==> src/rtl/qbf_pkg.sv <==
// ----------------------------------------------------------------------------
// qbf_pkg
// Types and constants of the quartic flat-bottom bond force engine.
// ----------------------------------------------------------------------------
`default_nettype none

package qbf_pkg;

   localparam int unsigned POS_W      = 32;
   localparam int unsigned IDX_W      = 20;
   localparam int unsigned DIFF_W     = 33;
   localparam int unsigned MAG_W      = 33;
   localparam int unsigned SQ_W       = 66;
   localparam int unsigned SQ_PAD_W   = 68;
   localparam int unsigned ROOT_W     = 34;
   localparam int unsigned REM_W      = 36;
   localparam int unsigned K_W        = 32;
   localparam int unsigned REST_W     = 24;
   localparam int unsigned PROD_W     = 168;
   localparam int unsigned QUO_W      = 47;
   localparam int unsigned ENERGY_W   = 47;
   localparam int unsigned FORCE_W    = 48;
   localparam int unsigned CSR_IDX_W  = 8;
   localparam int unsigned CSR_DATA_W = 32;
   localparam int unsigned CNT_W      = 7;

   localparam logic [K_W-1:0]    K_RESET    = 32'd2000000;
   localparam logic [REST_W-1:0] REST_RESET = 24'd209715;

   localparam logic [CSR_IDX_W-1:0] CSR_FORCE_CONSTANT = 8'd0;
   localparam logic [CSR_IDX_W-1:0] CSR_REST_LENGTH    = 8'd1;

   localparam logic [2:0] MUL_KD  = 3'd0;
   localparam logic [2:0] MUL_KD2 = 3'd1;
   localparam logic [2:0] MUL_KD3 = 3'd2;
   localparam logic [2:0] MUL_KD4 = 3'd3;
   localparam logic [2:0] MUL_MAG = 3'd4;

   localparam logic [QUO_W-1:0] MAG_LIMIT = '1;

   typedef struct packed {
      logic [SQ_W-1:0]         sum_sq;
      logic [2:0][MAG_W-1:0]   mag;
      logic [2:0]              pos;
      logic [IDX_W-1:0]        first_index;
      logic [IDX_W-1:0]        second_index;
   } qbf_item_type;

   typedef struct packed {
      logic         valid;
      qbf_item_type item;
   } qbf_push_type;

   typedef enum logic [2:0] {
      BK_IDLE,
      BK_SQRT,
      BK_TEST,
      BK_MUL,
      BK_DIV,
      BK_DONE
   } qbf_back_state_type;

endpackage

`default_nettype wire

==> src/rtl/qbf_back.sv <==
// ----------------------------------------------------------------------------
// qbf_back
// Force sequencer: digit-serial square root, restoring divider for the three
// force axes, and shift-add multiplier shared over energy and the force axes.
// ----------------------------------------------------------------------------
`default_nettype none

module qbf_back
   import qbf_pkg::*;
(
   input  logic                      clock,
   input  logic                      reset,
   input  qbf_item_type              head,
   input  logic                      empty,
   input  logic [K_W-1:0]            force_constant,
   input  logic [REST_W-1:0]         rest_length,
   output logic                      pop,
   output logic                      rsp_valid,
   output logic [ENERGY_W-1:0]       rsp_bond_energy,
   output logic signed [FORCE_W-1:0] rsp_force_x,
   output logic signed [FORCE_W-1:0] rsp_force_y,
   output logic signed [FORCE_W-1:0] rsp_force_z,
   output logic [IDX_W-1:0]          rsp_out_first_index,
   output logic [IDX_W-1:0]          rsp_out_second_index,
   output logic                      rsp_stretched
);

   qbf_back_state_type state_ff, state_in;
   logic [CNT_W-1:0]     cnt_ff, cnt_in;
   qbf_item_type         item_ff, item_in;
   logic [SQ_PAD_W-1:0]  s_ff, s_in;
   logic [ROOT_W-1:0]    root_ff, root_in;
   logic [REM_W-1:0]     rem_ff, rem_in;
   logic [ROOT_W-1:0]    d_ff, d_in;
   logic [PROD_W-1:0]    mcand_ff, mcand_in;
   logic [ROOT_W-1:0]    mplier_ff, mplier_in;
   logic [PROD_W-1:0]    acc_ff, acc_in;
   logic [PROD_W-1:0]    p3_ff, p3_in;
   logic [2:0]           mstep_ff, mstep_in;
   logic [1:0]           axis_ff, axis_in;
   logic [QUO_W-1:0]     quo_ff, quo_in;
   logic [ENERGY_W-1:0]  energy_ff, energy_in;
   logic [FORCE_W-1:0]   force_ff [3];
   logic [FORCE_W-1:0]   force_in [3];
   logic                 stretched_ff, stretched_in;

   logic [REM_W+1:0]     sq_cand, sq_trial, sq_diff;
   logic                 sq_ge;
   logic [PROD_W-1:0]    acc_step;
   logic [ROOT_W:0]      dv_cand, dv_diff;
   logic                 dv_ge;
   logic [QUO_W-1:0]     quo_step;
   logic                 axis_done;
   logic [QUO_W-1:0]     axis_mag;
   logic [1:0]           axis_next;

   function automatic logic [FORCE_W-1:0] signed_force(input logic [QUO_W-1:0] mag,
                                                        input logic pos);
      logic [FORCE_W-1:0] ext;
      ext = {1'b0, mag};
      return pos ? (~ext + 1'b1) : ext;
   endfunction

   always_comb begin
      sq_cand  = {rem_ff, s_ff[SQ_PAD_W-1 -: 2]};
      sq_trial = {2'b00, root_ff, 2'b01};
      sq_ge    = (sq_cand >= sq_trial);
      sq_diff  = sq_cand - sq_trial;
      acc_step = {acc_ff[PROD_W-2:0], 1'b0} + (mplier_ff[ROOT_W-1] ? mcand_ff : '0);
      dv_cand  = {rem_ff[ROOT_W-1:0], quo_ff[QUO_W-1]};
      dv_ge    = (dv_cand >= {1'b0, root_ff});
      dv_diff  = dv_cand - {1'b0, root_ff};
      quo_step = {quo_ff[QUO_W-2:0], dv_ge};
      axis_next = axis_ff + 2'd1;
   end

   always_comb begin
      state_in     = state_ff;
      cnt_in       = cnt_ff;
      item_in      = item_ff;
      s_in         = s_ff;
      root_in      = root_ff;
      rem_in       = rem_ff;
      d_in         = d_ff;
      mcand_in     = mcand_ff;
      mplier_in    = mplier_ff;
      acc_in       = acc_ff;
      p3_in        = p3_ff;
      mstep_in     = mstep_ff;
      axis_in      = axis_ff;
      quo_in       = quo_ff;
      energy_in    = energy_ff;
      stretched_in = stretched_ff;
      for (int k = 0; k < 3; k++) begin
         force_in[k] = force_ff[k];
      end
      pop       = 1'b0;
      axis_done = 1'b0;
      axis_mag  = '0;

      unique case (state_ff)
         BK_IDLE, BK_DONE: begin
            if (!empty) begin
               pop      = 1'b1;
               item_in  = head;
               s_in     = {2'b00, head.sum_sq};
               root_in  = '0;
               rem_in   = '0;
               cnt_in   = CNT_W'(ROOT_W - 1);
               state_in = BK_SQRT;
            end else begin
               state_in = BK_IDLE;
            end
         end
         BK_SQRT: begin
            s_in    = {s_ff[SQ_PAD_W-3:0], 2'b00};
            rem_in  = sq_ge ? sq_diff[REM_W-1:0] : sq_cand[REM_W-1:0];
            root_in = {root_ff[ROOT_W-2:0], sq_ge};
            cnt_in  = cnt_ff - 1'b1;
            if (cnt_ff == '0) begin
               state_in = BK_TEST;
            end
         end
         BK_TEST: begin
            if (root_ff <= {{(ROOT_W-REST_W){1'b0}}, rest_length}) begin
               energy_in    = '0;
               stretched_in = 1'b0;
               for (int k = 0; k < 3; k++) begin
                  force_in[k] = '0;
               end
               state_in = BK_DONE;
            end else begin
               stretched_in = 1'b1;
               d_in         = root_ff - {{(ROOT_W-REST_W){1'b0}}, rest_length};
               mplier_in    = root_ff - {{(ROOT_W-REST_W){1'b0}}, rest_length};
               mcand_in     = {{(PROD_W-K_W){1'b0}}, force_constant};
               acc_in       = '0;
               mstep_in     = MUL_KD;
               cnt_in       = CNT_W'(ROOT_W - 1);
               state_in     = BK_MUL;
            end
         end
         BK_MUL: begin
            if (cnt_ff != '0) begin
               acc_in    = acc_step;
               mplier_in = {mplier_ff[ROOT_W-2:0], 1'b0};
               cnt_in    = cnt_ff - 1'b1;
            end else begin
               acc_in = '0;
               cnt_in = CNT_W'(ROOT_W - 1);
               unique case (mstep_ff)
                  MUL_KD, MUL_KD2, MUL_KD3: begin
                     mcand_in  = acc_step;
                     mplier_in = d_ff;
                     if (mstep_ff == MUL_KD3) begin
                        p3_in    = acc_step;
                        mstep_in = MUL_KD4;
                     end else if (mstep_ff == MUL_KD2) begin
                        mstep_in = MUL_KD3;
                     end else begin
                        mstep_in = MUL_KD2;
                     end
                  end
                  MUL_KD4: begin
                     energy_in = (|acc_step[PROD_W-1:104]) ? MAG_LIMIT : acc_step[103:57];
                     axis_in   = 2'd0;
                     mcand_in  = p3_ff;
                     mplier_in = {1'b0, item_ff.mag[0]};
                     mstep_in  = MUL_MAG;
                  end
                  MUL_MAG: begin
                     if (acc_step[PROD_W-1:82] >= {52'b0, root_ff}) begin
                        axis_done = 1'b1;
                        axis_mag  = MAG_LIMIT;
                     end else begin
                        rem_in   = {2'b00, acc_step[115:82]};
                        quo_in   = acc_step[81:35];
                        cnt_in   = CNT_W'(QUO_W - 1);
                        state_in = BK_DIV;
                     end
                  end
                  default: begin
                     state_in = BK_IDLE;
                  end
               endcase
            end
         end
         BK_DIV: begin
            rem_in = {1'b0, (dv_ge ? dv_diff : dv_cand)};
            quo_in = quo_step;
            cnt_in = cnt_ff - 1'b1;
            if (cnt_ff == '0) begin
               axis_done = 1'b1;
               axis_mag  = quo_step;
            end
         end
         default: begin
            state_in = BK_IDLE;
         end
      endcase

      if (axis_done) begin
         force_in[axis_ff] = signed_force(axis_mag, item_ff.pos[axis_ff]);
         if (axis_ff == 2'd2) begin
            state_in = BK_DONE;
         end else begin
            axis_in   = axis_next;
            mcand_in  = p3_ff;
            mplier_in = {1'b0, item_ff.mag[axis_next]};
            acc_in    = '0;
            cnt_in    = CNT_W'(ROOT_W - 1);
            state_in  = BK_MUL;
         end
      end
   end

   always_ff @(posedge clock) begin
      if (reset) begin
         state_ff <= BK_IDLE;
      end else begin
         state_ff <= state_in;
      end
   end

   always_ff @(posedge clock) begin
      cnt_ff       <= cnt_in;
      item_ff      <= item_in;
      s_ff         <= s_in;
      root_ff      <= root_in;
      rem_ff       <= rem_in;
      d_ff         <= d_in;
      mcand_ff     <= mcand_in;
      mplier_ff    <= mplier_in;
      acc_ff       <= acc_in;
      p3_ff        <= p3_in;
      mstep_ff     <= mstep_in;
      axis_ff      <= axis_in;
      quo_ff       <= quo_in;
      energy_ff    <= energy_in;
      stretched_ff <= stretched_in;
      for (int k = 0; k < 3; k++) begin
         force_ff[k] <= force_in[k];
      end
   end

   assign rsp_valid            = (state_ff == BK_DONE);
   assign rsp_bond_energy      = energy_ff;
   assign rsp_force_x          = force_ff[0];
   assign rsp_force_y          = force_ff[1];
   assign rsp_force_z          = force_ff[2];
   assign rsp_out_first_index  = item_ff.first_index;
   assign rsp_out_second_index = item_ff.second_index;
   assign rsp_stretched        = stretched_ff;

endmodule

`default_nettype wire

==> config.mk <==
export PLATFORM = sky130hd
export DESIGN_NAME = qbf_back
export DESIGN_NICKNAME = d
export VERILOG_FILES = /design/src/rtl/qbf_pkg.sv /design/src/rtl/qbf_back.sv
export SDC_FILE = /design/constraint.sdc
export NUM_CORES = 2
export LEC_CHECK = 0
export BUFFER_PORTS_ARGS = -buffer_cell sky130_fd_sc_hd__buf_2
export CORE_UTILIZATION = 31
export CTS_BUF_LIST = sky130_fd_sc_hd__clkbuf_4
export DETAILED_ROUTE_END_ITERATION = 10
export PLACE_DENSITY = 0.55
export SYNTH_ARGS = -nofsm -noshare
export SYNTH_HDL_FRONTEND = slang
export SYNTH_SLANG_ARGS = --single-unit
==> constraint.sdc <==
create_clock -name clock -period 46 [get_ports clock]
set_clock_uncertainty 0.15 [all_clocks]
set_input_delay 9.2 -clock clock [delete_from_list [all_inputs] [get_ports clock]]
set_output_delay 9.2 -clock clock [all_outputs]
set_load 0.02 [all_outputs]
==> key figures <==
Pwr
  – Total power: 4.352 mW
  – Pwr Density: 58.99 nW/µm²
  – Comb pwr share: 43.4%
  – IR drop worst, VDD: 0.00003993 V
  – Flop pwr share: 34.4%
  – Net Sw Power: 1.852 mW
  – Switching portion of total power: 42.55%
  – P_leak: 29.70 nW
  – Clk pwr share: 22.2%
  – Cell internal pwr: 2.500 mW

Clocking
  – Clock Root Buffer: clkbuf_4
  – Post-CTS Setup Inserts: 0
  – Gates resized, CTS repair: 0
  – Longest Clk Path Bufs: 4
  – Hold_buf cts: 0
  – Clock H-tree levels: 5
  – # clock sinks: 1105
  – CTS tree: yes
  – TritonCTS Buffers: 329
  – Clock Pin Slew Worst Setup and Hold Paths: 0.06 ns
  – Clk_lat worst skew: 1.42 ns

Timing
  – Total Negative Setup Slacks: 0 ns
  – RSZ-0062 raised after global routing: false
  – Fin. Hold Viols: 0
  – Worst-Margin Slew: 1.280 ns
  – Part of the cycle the worst path needs: 43.07%
  – Post-route setup slack: 26.19 ns
  – Slew Limit Fails: 0
  – Worst slew margin: 14.40%
  – F_max: 50.47 MHz
  – Hold slack: 0.2207 ns
  – Setup violations, final: 0
  – Post-layout minimum cycle time: 19.81 ns

Global route
  – First-pass GRT wire length: 382500 µm
  – Vias in the first global route: 58880
  – Total grt overflow: 0
  – GRT Total Usage: 23.73%
  – Pin count of the biggest net entering global routing: 158
  – Initial antenna violation count: 24

Die
  – Starting density of the core: 31.30%
  – Die area: 211500 µm²
  – CORE AREA: 207700 µm²
  – Top Ports: 501
  – Die Span Y: 459.9 µm
  – Die X: 459.9 µm
  – Number of rows in the core area: 167

Logic synthesis
  – Number of cells produced by synthesis: 7578
  – Predominant post-synthesis flop cell: edfxtp_1
  – Post-synth top area cell: edfxtp_1
  – Mean Syn Cell Area: 8.578 µm²
  – Synth cell count leaders: nand2_1 (1217), nor2_1 (688), a21oi_1 (643)
  – Synthesis-stage register bit count: 1105
  – Count leader, synth: nand2_1
  – Synthesized Nets: 8148
  – Sequential fraction of the synthesis area: 42.98%
  – Asr flop ratio synth: 0%
  – Ys Warns: 0
  – Synthesized area: 65000 µm²
  – Synth area leaders: edfxtp_1 (27%), dfxtp_1 (16%), nand2_1 (7.0%)
  – Cell variety after synth: 101
  – Synth top area share: 26.84%
  – Number of synthesized flops with an enable pin: 581

Critical path
  – Setup crit start kind: input pin
  – Highest cell delay on the worst timing path: 0.64 ns
  – R2r setup slk: 32.52 ns
  – WS Path Type: input pin to primary output
  – CP Data Required Time: 36.65 ns
  – Crit Path Max Fanout: 44
  – R2R Path End: force_ff[0][92]
  – R2R depth: 35
  – CP arrival: 10.46 ns
  – Crit-path cells: buf_2, nor2_1, and3_4, buf_2
  – Crit end category: primary output
  – Critical path's top delay family: simple AND/OR/NAND/NOR gates
  – WP buf/inv: 2
  – Max stage delay cell, worst path: and3_4
  – Crit-path most repeated cell: buf_2
  – RR Startpoint: mplier_ff[33]

Layout
  – Share of layout cells above drive strength 1: 14.97%
  – Fin nets: 8532
  – Fill cells: 21810
  – Area growth, synth to finish: 13.50%
  – Design area: 73780 µm²

Min path
  – Hold depth: 2
  – Hold Crit Start: p3_ff[138]
  – Hold Path Sink: mcand_ff[138]
  – Hold WC Path Type: register to register

Placed design
  – Final GP Congestion: 0.9859
  – Placed Area: 69610 µm²
  – Port bufs: 500
  – Hpwl dp: 191700 µm
  – Worst slack, placed: 26.18 ns

Status
  – Status: finished, final reports clean

Job
  – Max Cap Viol: 0

Route
  – Antenna-violating nets left: 0
  – Drt first pass iters: 7
  – Routed WL per cell: 23.57 µm
  – Routed vias/inst: 5.621
  – Final wirelength: 259500 µm
  – Residual DRC: 0
  – Vias: 61870
  – Initial DRC Count: 5994
[power groups by stage]
stage	clock (mW)	sequential, mW	combinational [mW]
5_1_grt	1.04	1.52	2.05
6_report	0.966	1.50	1.89
3_3_place_gp	0	1.51	1.83
2_1_floorplan	0	1.52	1.24
3_5_place_dp	0	1.51	1.86
4_1_cts	0.993	1.50	1.87
[layout make-up]
type                    instances  area [µm²]  share of cell area [%]
repair buffers                601        3273                   4.436
clock inverters                70       356.6                  0.4833
diodes                         16       40.04                 0.05427
well taps                    2788        3488                   4.728
inverters                     142       533.0                  0.7224
flip-flops and latches       1105       27940                   37.87
multi-input cells            5783       34380                   46.60
clock buffers                 502        3769                   5.108
[cell families after synthesis]
| group | after synthesis | share of synthesized area [%] |
|---|---|---|
| simple gates | 2820 | 19.36 |
| compound gates | 2332 | 22.74 |
| flops | 1105 | 42.98 |
| buf+inv | 690 | 4.445 |
| fa+ha+maj | 303 | 5.867 |
| xor+xnor | 250 | 3.380 |
| mux | 78 | 1.226 |
[through the flow]
stage / util (%) / std cells
6_report: 35.52 / 11010
5_1_grt: 35.52 / 11010
4_1_cts: 35.50 / 10990
3_5_place_dp: 33.52 / 10420
3_3_place_gp: 33.52 / 10420
2_1_floorplan: - / 7578
[placed cells by master, fill, tap and decap left out, drive strengths merged, types with 30 or more instances in the layout]
cell and n:
dfxtp 524, nor3 112, o221ai 37, a22oi 300, ha 300, o211ai 35, clkinv 61, nor4 41
buf 601, a211oi 38, a311oi 32, a221oi 53, inv 147, o21a 49, o21bai 37, edfxtp 581
o31ai 34, nand2 1219, nand4 156, a21oi 646, o21ai 660, mux2i 65, and3 31, xor2 102
a21o 112, clkbuf 502, a31oi 64, nand3 224, nor2 689, and2 194, xnor2 148, nand2b 30
[metal layers]
metal | GRT usage (%) | part of all wire, % | up-vias
li1 | - | - | 28680
met4 | 7.965 | 2.9 | 16
met1 | 32.65 | 45 | 30190
met5 | 0 | 0.039 | -
met2 | 37.45 | 45 | 2548
met3 | 3.958 | 7.2 | 440
[sequential cells by signal, indices dropped and copies added (netlist names), 36 cells and up, named ones only]
signal	cells
s_ff	68
mcand_ff	168
item_ff	102
quo_ff	47
rsp_bond_energy	47
p3_ff	168
rem_ff	36
force_ff	144
acc_ff	167
[how the worst max path moves through the flow]
stage                     start  end  cells past startpoint
after floorplan           empty  pop                      2
after global placement    empty  pop                      4
after detailed placement  empty  pop                      4
after CTS                 empty  pop                      4
after global routing      empty  pop                      4
final                     empty  pop                      4
[worst reg2reg max path, delay by kind of cell (launching register included)]
family                   cells  cell delay, ns
AO/OA/AOI/OAI               19            6.78
buffers and inverters        4            1.68
AND/OR/NAND/NOR              7            1.80
flip-flops                   1            0.89
adder cells (fa/ha/maj)      3            0.97
XOR/XNOR                     2            1.08
Power figures use the tool's default switching activity.
