==> config.mk <==
export PLATFORM = sky130hd
export DESIGN_NAME = qbf_queue
export DESIGN_NICKNAME = d
export VERILOG_FILES = /design/src/rtl/qbf_pkg.sv /design/src/rtl/qbf_queue.sv
export SDC_FILE = /design/constraint.sdc
export NUM_CORES = 1
export LEC_CHECK = 0
export BUFFER_PORTS_ARGS = -buffer_cell sky130_fd_sc_hd__buf_2
export CELL_PAD_IN_SITES_DETAIL_PLACEMENT = 1
export CELL_PAD_IN_SITES_GLOBAL_PLACEMENT = 1
export CORE_MARGIN = 3
export CORE_UTILIZATION = 50
export DETAILED_ROUTE_END_ITERATION = 10
export PLACE_DENSITY_LB_ADDON = 0.1
export SLEW_MARGIN = 20
export SYNTH_ARGS = -nofsm -noshare
export SYNTH_HDL_FRONTEND = slang
export SYNTH_SLANG_ARGS = --single-unit
==> constraint.sdc <==
create_clock -name clock -period 9.5 [get_ports clock]
set_input_delay 1.9 -clock clock [delete_from_list [all_inputs] [get_ports clock]]
set_output_delay 1.9 -clock clock [all_outputs]
set_load 0.1 [all_outputs]
==> src/rtl/qbf_pkg.sv <==
// ----------------------------------------------------------------------------
// qbf_pkg
// Types and constants of the quartic flat-bottom bond force engine.
// ----------------------------------------------------------------------------
`default_nettype none

package qbf_pkg;

   localparam int unsigned POS_W      = 32;
   localparam int unsigned IDX_W      = 20;
   localparam int unsigned DIFF_W     = 33;
   localparam int unsigned MAG_W      = 33;
   localparam int unsigned SQ_W       = 66;
   localparam int unsigned SQ_PAD_W   = 68;
   localparam int unsigned ROOT_W     = 34;
   localparam int unsigned REM_W      = 36;
   localparam int unsigned K_W        = 32;
   localparam int unsigned REST_W     = 24;
   localparam int unsigned PROD_W     = 168;
   localparam int unsigned QUO_W      = 47;
   localparam int unsigned ENERGY_W   = 47;
   localparam int unsigned FORCE_W    = 48;
   localparam int unsigned CSR_IDX_W  = 8;
   localparam int unsigned CSR_DATA_W = 32;
   localparam int unsigned CNT_W      = 7;

   localparam logic [K_W-1:0]    K_RESET    = 32'd2000000;
   localparam logic [REST_W-1:0] REST_RESET = 24'd209715;

   localparam logic [CSR_IDX_W-1:0] CSR_FORCE_CONSTANT = 8'd0;
   localparam logic [CSR_IDX_W-1:0] CSR_REST_LENGTH    = 8'd1;

   localparam logic [2:0] MUL_KD  = 3'd0;
   localparam logic [2:0] MUL_KD2 = 3'd1;
   localparam logic [2:0] MUL_KD3 = 3'd2;
   localparam logic [2:0] MUL_KD4 = 3'd3;
   localparam logic [2:0] MUL_MAG = 3'd4;

   localparam logic [QUO_W-1:0] MAG_LIMIT = '1;

   typedef struct packed {
      logic [SQ_W-1:0]         sum_sq;
      logic [2:0][MAG_W-1:0]   mag;
      logic [2:0]              pos;
      logic [IDX_W-1:0]        first_index;
      logic [IDX_W-1:0]        second_index;
   } qbf_item_type;

   typedef struct packed {
      logic         valid;
      qbf_item_type item;
   } qbf_push_type;

   typedef enum logic [2:0] {
      BK_IDLE,
      BK_SQRT,
      BK_TEST,
      BK_MUL,
      BK_DIV,
      BK_DONE
   } qbf_back_state_type;

endpackage

`default_nettype wire

==> src/rtl/qbf_queue.sv <==
// ----------------------------------------------------------------------------
// qbf_queue
// Short FIFO between the intake and the force sequencer.
// ----------------------------------------------------------------------------
`default_nettype none

module qbf_queue
   import qbf_pkg::*;
#(
   parameter int unsigned DEPTH = 4
)
(
   input  logic                         clock,
   input  logic                         reset,
   input  qbf_push_type                 push,
   input  logic                         pop,
   output qbf_item_type                 head,
   output logic                         empty,
   output logic [$clog2(DEPTH+1)-1:0]   count
);

   localparam int unsigned PTR_W = (DEPTH > 1) ? $clog2(DEPTH) : 1;
   localparam int unsigned CNT_Q = $clog2(DEPTH + 1);

   qbf_item_type       mem_ff [DEPTH];
   logic [PTR_W-1:0]   wr_ptr_ff, wr_ptr_in, rd_ptr_ff, rd_ptr_in;
   logic [CNT_Q-1:0]   count_ff, count_in;

   always_comb begin
      wr_ptr_in = wr_ptr_ff;
      rd_ptr_in = rd_ptr_ff;
      count_in  = count_ff;
      if (push.valid) begin
         wr_ptr_in = (wr_ptr_ff == PTR_W'(DEPTH - 1)) ? '0 : wr_ptr_ff + 1'b1;
      end
      if (pop) begin
         rd_ptr_in = (rd_ptr_ff == PTR_W'(DEPTH - 1)) ? '0 : rd_ptr_ff + 1'b1;
      end
      priority case ({push.valid, pop})
         2'b10:   count_in = count_ff + 1'b1;
         2'b01:   count_in = count_ff - 1'b1;
         default: count_in = count_ff;
      endcase
   end

   always_ff @(posedge clock) begin
      if (reset) begin
         wr_ptr_ff <= '0;
         rd_ptr_ff <= '0;
         count_ff  <= '0;
      end else begin
         wr_ptr_ff <= wr_ptr_in;
         rd_ptr_ff <= rd_ptr_in;
         count_ff  <= count_in;
      end
      if (push.valid) begin
         mem_ff[wr_ptr_ff] <= push.item;
      end
   end

   assign head  = mem_ff[rd_ptr_ff];
   assign empty = (count_ff == '0);
   assign count = count_ff;

endmodule

`default_nettype wire

==> results of run 1 <==
-- routing by layer --
metal | GRT usage | part of all wire | vias to the layer above
li1 | - | - | 5881
met1 | 0.268 | 0.38 | 7184
met2 | 0.336 | 0.50 | 400
met3 | 0.0736 | 0.085 | 123
met4 | 0.0625 | 0.025 | 26
met5 | 0 | 0.0026 | -
-- report_power, final --
part           internal (mW)  switching (mW)  total [mW]  leakage (nW)
Clock                   1.93            1.32        3.25          1.30
Sequential              4.24          0.0477        4.29          7.72
Combinational          0.284            1.18        1.46          3.02
-- per-stage QoR --
| step | utilization | cells | instance area [um2] | hold WS [ns] |
|---|---|---|---|---|
| 5_1_grt | 0.606 | 2443 | 36100 | 0.568 |
| 4_1_cts | 0.606 | 2440 | 36100 | 0.531 |
| 3_3_place_gp | 0.560 | 2296 | 33400 | 0.508 |
| 2_1_floorplan | - | 1133 | 30400 | 0.492 |
| 3_5_place_dp | 0.560 | 2296 | 33400 | 0.517 |
| 6_report | 0.606 | 2450 | 36100 | 0.540 |
-- critical path, delay by kind of cell, from the launching register on --
family / cells / cell delay [ns]
buffers and inverters: 2 / 1.39
flip-flops: 1 / 0.82
multiplexers: 1 / 0.39
-- registers in the layout, indices dropped and copies added (netlist names), named ones only --
signal / cells
count: 3
mem_ff: 832
rd_ptr_ff: 2
wr_ptr_ff: 2
-- logic make-up after synthesis --
family	Yosys count
muxes	210
and+or+nand+nor	15
adders and majority gates	7
buffers and inverters	53
DFF	841
xor gates and xnor gates	2
AOI/OAI and AO/OA	5
-- worst max path at each step --
stage / endpoint / cells past startpoint
after floorplan: mem_ff[0][0] / 1
after global placement: head[101] / 3
after detailed placement: head[94] / 3
after CTS: head[159] / 3
after global routing: head[51] / 3
final: head[94] / 3
-- final cells by class --
cell class / instances / share of cell area
clock buffer: 105 / 0.0630
tap: 773 / 0.0268
clock inverter: 39 / 0.0118
timing repair buffer: 436 / 0.0634
antenna: 10 / 0.000693
multi-input combinational: 239 / 0.137
inverter: 7 / 0.000728
sequential: 841 / 0.697
-- cell usage after synthesis --
| library cell | number | share of area |
|---|---|---|
| edfxtp_1 | 832 | 0.82 |
| mux4_2 | 208 | 0.15 |
| buf_2 | 23 | 0.0038 |
| buf_6 | 15 | 0.0056 |
| dfxtp_1 | 9 | 0.0059 |
| buf_1 | 8 | 0.00099 |
| inv_1 | 7 | 0.00086 |
| nor2_1 | 7 | 0.00086 |
| ha_1 | 6 | 0.0025 |
| a21oi_1 | 4 | 0.00066 |
| and2_1 | 4 | 0.00082 |
| mux2i_1 | 2 | 0.00066 |
| nor3b_1 | 2 | 0.00049 |
| xor2_1 | 2 | 0.00058 |
| fa_1 | 1 | 0.00066 |
| nor3_1 | 1 | 0.00016 |
| o21ai_0 | 1 | 0.00016 |
| or3_1 | 1 | 0.00021 |
==> summary.txt, run 1 <==
STA
  – Final period util: 0.552
  – Fin worst setup slack: 4.26 ns
  – Clk_skew: 0.0179 ns
  – Setup violations, final: 0
  – RSZ-0062 raised after global routing: no
  – Slew HR: 0.270
  – Slew Limit Fails: 0
  – Final Hold Viols: 0
  – Crit path time final: 5.24 ns
  – Worst-Margin Slew: 1.10 ns
  – Setup TNS: 0 ns
  – Max frequency: 191 MHz

GRT
  – Vias in the first global route: 14.9k
  – Largest net degree at the start of global routing: 108
  – First-pass GRT wire length: 97.2 mm
  – Aggregate global-route resource usage: 0.207
  – Final global-route overflow total: 0
  – Initial antenna violation count: 26

Synthesis
  – Unique masters post-synth: 18
  – Multiplexer area fraction after synthesis: 0.155
  – Netlist Area Pre-Place: 30400 um2
  – Syn_nets: 1352
  – Area share of fa/ha/maj cells after synthesis: 0.00313
  – Post-synthesis compound-gate area fraction: 0.000823
  – Synth Register Bits: 841
  – Cells after synthesis: 1133
  – Seq/Total Area, Yosys: 0.827
  – Synth Area in Simple Gates: 0.00255
  – Main combinational cell family by area after synthesis: multiplexers
  – Post-Synth XOR/XNOR Area: 0.000576
  – Ys Warns: 0
  – Mean Syn Cell Area: 26.9 um2

Worst setup path
  – CP arrival: 3.34 ns
  – Worst r2r src: wr_ptr_ff[1]
  – CP Data Required Time: 7.60 ns
  – CP Capture Type: primary output
  – Reg2reg setup slack: 6.94 ns
  – Reg-to-Reg End: mem_ff[1][184]
  – Crit path kind: register to primary output
  – Cells on worst reg2reg path: 4
  – CP max stage cell: buf_4
  – CP cell instances: buf_4 > mux4_2 > buf_2
  – Worst-path fanout max: 71
  – CP Launch Type: register
  – Slowest stage delay, CP: 0.92 ns

Drt
  – Iteration-0 DRC Markers: 769
  – Wirelength per Cell: 26.8 um
  – Final wirelength: 65.6 mm
  – Number of detailed-routing iterations run before antenna repair: 7
  – Residual DRC: 0
  – Antenna violation net count after detailed routing: 0
  – Via density: 5.56
  – Vias post-DR: 13.6k

Die
  – Initial Util: 0.511
  – Die height: 253 um
  – Ports: 424
  – Cell row count: 89
  – Die area: 63800 um2
  – DIE WIDTH: 253 um
  – CORE AREA: 59600 um2

Clock network
  – Clock Path Buffers: 3
  – CTS buffer count: 83
  – CTS Hold Bufs: 0
  – Clock latency on the worst-skew pair: 0.61 ns
  – CTS tree: done
  – CTS root buffer: clkbuf_16
  – Setup Fix Bufs, Post-CTS: 0
  – Reg clk slew, reported paths: 0.06 ns
  – Number of H-tree levels: 3
  – CTS Sinks: 841
  – Post-CTS resize count: 0

Pwr
  – Cell leakage power: 12.0 nW
  – Peak supply drop: 226 uV
  – Final Total Pwr: 9.00 mW
  – Power density of the placed cells: 249 nW/um2

Finish
  – Area of the multi-input gates: 4930 um2
  – Storage element area: 25200 um2
  – Syn-to-layout area delta: 18.7%
  – Layout Nets: 1827
  – Most common cell after layout, fill and taps aside: edfxtp_1
  – Fillers: 4883
  – Most frequent cells in the layout: edfxtp_1, buf_2, mux4_2, clkbuf_16, clkbuf_1
  – Share of cells above drive strength 1: 0.461

Hold path
  – Hold crit path type: register to register
  – Min-delay src: count[2]
  – Hold Crit Endpoint: count[2]
  – Worst Hold Depth: 2

Outcome
  – Status: completed

Placement
  – DP Wirelength: 39.6 mm
  – Pre-CTS setup slack: 4.82 ns
  – Port buffer count: 423
  – RePlAce Congestion: 0.722

Run
  – MaxCap Viol Count: 0
Note: power is estimated with default switching activity, not from simulation.
==> run 2: changes to the inputs <==
- CORE_UTILIZATION: 50 -> 45
- clock period: 9.5 -> 4.6 ns (I/O delays scaled with it)
==> summary.txt, run 2 (synthesized netlist as in run 1, its figures left out) <==
Finish
  – Fillers: 5734
  – Syn-to-layout area delta: 20.1%
  – Largest Register: mem_ff
  – Max reg flops: 832
  – Layout Nets: 1848
  – Fin util: 0.551
  – Post-route insts no fill: 2572
  – Share of cells above drive strength 1: 0.466
  – Most frequent cells in the layout: edfxtp_1, buf_2, mux4_2, clkbuf_16
  – Fin area: 36500 um2
  – Most common cell after layout, fill and taps aside: edfxtp_1

Placement
  – RePlAce Congestion: 0.728
  – DP Wirelength: 41.1 mm
  – Pre-CTS setup slack: 1.36 ns
  – Placed cell area: 33800 um2
  – Port buffer count: 423
  – Placed insts: 2405

Worst setup path
  – Delay-heaviest family, CP: flip-flops
  – CP arrival: 2.84 ns
  – Worst r2r src: wr_ptr_ff[0]
  – CP Data Required Time: 3.68 ns
  – Reg-to-Reg End: mem_ff[1][147]
  – Cells on worst reg2reg path: 3
  – Crit. path cell count: 3
  – CP Launch Type: register
  – Worst-path fanout max: 31
  – Crit path kind: register to primary output
  – Reg2reg setup slack: 2.47 ns
  – CP Capture Point: head[12]
  – Slowest stage delay, CP: 0.84 ns
  – CP max stage cell: dfxtp_4
  – WP buf/inv: 2
  – CP cell instances: buf_4 > mux4_2 > buf_2
  – CP Capture Type: primary output

Drt
  – Number of detailed-routing iterations run before antenna repair: 5
  – Iteration-0 DRC Markers: 1021
  – Antenna violation net count after detailed routing: 0
  – Residual DRC: 0
  – Vias post-DR: 13.8k
  – Via density: 5.35
  – Final wirelength: 65.2 mm
  – Wirelength per Cell: 25.4 um

GRT
  – First-pass GRT wire length: 97.3 mm
  – Initial antenna violation count: 28
  – Aggregate global-route resource usage: 0.186
  – Largest net degree at the start of global routing: 88
  – Vias in the first global route: 15.1k
  – Final global-route overflow total: 0

STA
  – Final Hold Viols: 0
  – Setup TNS: 0 ns
  – Fin worst setup slack: 0.838 ns
  – Max frequency: 266 MHz
  – Setup violations, final: 0
  – RSZ-0062 raised after global routing: no
  – Clk_skew: 0.0276 ns
  – Slew HR: 0.455
  – Final period util: 0.818
  – WHS: 0.505 ns
  – Crit path time final: 3.76 ns
  – Worst-Margin Slew: 0.818 ns
  – Slew Limit Fails: 0

Clock network
  – Reg clk slew, reported paths: 0.06 ns
  – Clock latency on the worst-skew pair: 0.62 ns
  – Clock Path Buffers: 3
  – CTS buffer count: 86
  – CTS Sinks: 841
  – CTS root buffer: clkbuf_16
  – CTS tree: done
  – Setup Fix Bufs, Post-CTS: 0
  – Number of H-tree levels: 3
  – Post-CTS resize count: 0
  – CTS Hold Bufs: 0

Pwr
  – Power density of the placed cells: 508 nW/um2
  – Peak supply drop: 385 uV
  – Combinational group share of total power: 0.165
  – Final Total Pwr: 18.6 mW
  – Sw frac: 0.285
  – Sequential cell fraction of total power: 0.476
  – Cell leakage power: 12.2 nW
  – Internal power: 13.3 mW
  – Sw power: 5.29 mW
  – Clock power share: 0.359

Die
  – Cell row count: 94
  – Die height: 266 um
  – DIE WIDTH: 266 um
  – CORE AREA: 66300 um2
  – Initial Util: 0.459
  – Ports: 424
  – Die area: 70800 um2

Outcome
  – Status: completed

Run
  – MaxCap Viol Count: 0

Hold path
  – Hold crit path type: input port to register
## run 2: cell types whose count changed in the layout (fill, tap and decap cells not counted), moves of 3 or more
cell        before  now
clkinv_1        11   18
clkbuf_8         3    0
clkinv_2        11   19
clkinvlp_4       7    3
buf_12           6   19
diode_2         10   15
buf_4            7   12
## run 2: worst min path at each step
stage / start / to / slack (ns) / cells after the start
after detailed placement: count[2] / count[2] / 0.52 / 2
after global routing: push[81] / mem_ff[1][81] / 0.48 / 1
after global placement: count[2] / count[2] / 0.49 / 2
after floorplan: rd_ptr_ff[1] / register / 0.49 / 2
final: push[36] / mem_ff[1][36] / 0.51 / 1
after CTS: push[37] / mem_ff[1][37] / 0.46 / 1
## run 2: cell type report
| type | instances | area, um2 | area share |
|---|---|---|---|
| repair buffers | 454 | 2590 | 0.0708 |
| clock inverters | 50 | 437 | 0.0119 |
| multi-input cells | 239 | 4930 | 0.135 |
| diodes | 15 | 37.5 | 0.00103 |
| well taps | 864 | 1080 | 0.0296 |
| flip-flops and latches | 841 | 25200 | 0.689 |
| inverters | 7 | 26.3 | 0.000719 |
| clock buffers | 102 | 2280 | 0.0623 |
## run 2: routing by layer
| metal | GRT usage | vias to the layer above | share of wire |
|---|---|---|---|
| met3 | 0.0657 | 129 | 0.080 |
| met1 | 0.238 | 7260 | 0.40 |
| met4 | 0.0569 | 30 | 0.023 |
| met5 | 0 | - | 0.0030 |
| li1 | - | 5947 | - |
| met2 | 0.303 | 397 | 0.50 |
## run 2: worst register-to-register path, cell delays in order (launching register included)
cell	delay (ns)
dfxtp_1	0.40
ha_1	0.17
and2_4	0.60
buf_12	0.45
## run 2: power by group through the flow
stage / Combinational [mW] / Sequential [mW] / Clock, mW
after floorplan: 2.45 / 9.01 / 0
after CTS: 3.11 / 8.84 / 6.86
final: 3.06 / 8.84 / 6.67
after detailed placement: 3.10 / 9.00 / 0
after global routing: 3.18 / 8.86 / 7.19
after global placement: 3.09 / 8.98 / 0
==> run 3: changes to the inputs <==
- clock period: 4.6 -> 3 ns (I/O delays scaled with it)
==> summary.txt, run 3 (synthesized netlist as in run 1, its figures left out) <==
Outcome
  – Status: completed

STA
  – Fin worst setup slack: 0.109 ns
  – Worst-Margin Slew: 0.607 ns
  – Clk_skew: 0.0127 ns
  – Slew HR: 0.598
  – Final Hold Viols: 0
  – WHS: 0.188 ns
  – Setup TNS: 0 ns
  – Slew Limit Fails: 0
  – Final period util: 0.964
  – Max frequency: 346 MHz
  – Crit path time final: 2.89 ns
  – Setup violations, final: 0

Worst setup path
  – Delay-heaviest family, CP: buffers and inverters
  – CP Data Required Time: 2.40 ns
  – Most frequent CP cell: buf_12
  – Crit. path cell count: 4
  – CP cell instances: buf_12 > buf_12 > mux4_2 > buf_2
  – CP max stage cell: mux4_2
  – Worst-path fanout max: 16
  – Crit path kind: register to primary output
  – Slowest stage delay, CP: 0.53 ns
  – WP buf/inv: 3
  – Cells on worst reg2reg path: 3
  – CP arrival: 2.29 ns
  – CP Capture Type: primary output
  – CP Launch Type: register

Clock network
  – Number of H-tree levels: 3
  – CTS tree: done
  – CTS root buffer: clkbuf_16
  – CTS Sinks: 841
  – CTS buffer count: 87
  – Clock latency on the worst-skew pair: 0.62 ns
  – Clock Path Buffers: 3
  – Reg clk slew, reported paths: 0.06 ns

Finish
  – Share of cells above drive strength 1: 0.471
  – Layout Nets: 1876
  – Most frequent cells in the layout: edfxtp_1, buf_2, mux4_2, buf_4, clkbuf_16
  – Syn-to-layout area delta: 22.6%
  – Fin util: 0.562
  – Largest Register: mem_ff
  – Most common cell after layout, fill and taps aside: edfxtp_1
  – Max reg flops: 832

GRT
  – M3 GR Usage: 0.0562
  – Largest net degree at the start of global routing: 59
  – Busiest grt layer: met2
  – First-pass GRT wire length: 98.9 mm
  – Aggregate global-route resource usage: 0.190
  – Final global-route overflow total: 0
  – Initial antenna violation count: 19
  – Vias in the first global route: 15.4k
  – Met2 usage: 0.326
  – Routing usage on met1: 0.238

Drt
  – Iteration-0 DRC Markers: 819
  – Number of detailed-routing iterations run before antenna repair: 6
  – Via density: 5.29
  – Wirelength per Cell: 25.6 um
  – Residual DRC: 0
  – Final wirelength: 66.6 mm
  – Antenna violation net count after detailed routing: 0
  – Vias post-DR: 13.7k

Die
  – Ports: 424
  – DIE WIDTH: 266 um
  – Die area: 70800 um2
  – Die height: 266 um
  – CORE AREA: 66300 um2
  – Cell row count: 94
  – Initial Util: 0.459

Pwr
  – Power density of the placed cells: 777 nW/um2
  – Cell leakage power: 12.5 nW
  – Peak supply drop: 655 uV

Placement
  – RePlAce Congestion: 0.728
  – Pre-CTS setup slack: 0.553 ns
  – Port buffer count: 423
  – DP Wirelength: 42.9 mm

Hold path
  – Hold crit path type: input port to register
  – Worst Hold Depth: 1

Run
  – MaxCap Viol Count: 0
-- run 3: changes by cell type in the layout (fill, tap and decap cells not counted), sizes merged --
cell      change
diode         -8
clkinvlp      -3
clkbuf       +13
bufinv        +3
buf          +17
clkinv        +1
inv           +2
-- run 3: what timing repair did --
item | CTS | global route
hold buffers | 0 | 0
buffers inserted | 2 | 0
setup endpoints to repair | 182 | 14
resized for setup | 72 | 18
-- run 3: cell type report --
cell class | count | area [um2]
clock buffers | 105 | 2290
inverters | 7 | 26.3
fillers | 5645 | 29000
diodes | 7 | 17.5
multi-input cells | 239 | 4930
clock inverters | 53 | 541
flip-flops and latches | 841 | 25200
well taps | 864 | 1080
repair buffers | 481 | 3240
-- run 3: power breakdown --
part | switching (mW) | total, mW | internal [mW]
clock network | 4.25 | 10.6 | 6.30
registers | 0.116 | 13.5 | 13.4
logic | 3.81 | 4.91 | 1.10
-- run 3: path summary, 6_finish.rpt --
path           startpoint        endpoint  slack, ns
max              register        head[15]       0.11
min             push[202]  mem_ff[0][202]       0.19
max reg2reg  wr_ptr_ff[0]  mem_ff[3][100]       1.13
min reg2reg      count[2]        count[2]       0.52
-- run 3: stage by stage --
| step | cells | area (um2) | power (mW) |
|---|---|---|---|
| 3_3_place_gp | 2430 | 34200 | 18.6 |
| 2_1_floorplan | 1133 | 30400 | 17.6 |
| 4_1_cts | 2590 | 37200 | 29.4 |
| 5_1_grt | 2592 | 37300 | 30.0 |
| 6_report | 2597 | 37300 | 29.0 |
| 3_5_place_dp | 2430 | 34200 | 18.6 |
-- run 3: per-layer routing --
| metal | vias up | share of wire |
|---|---|---|
| li1 | 6015 | - |
| met1 | 7248 | 0.40 |
| met2 | 338 | 0.52 |
| met3 | 113 | 0.063 |
| met4 | 24 | 0.022 |
| met5 | - | 0.0025 |
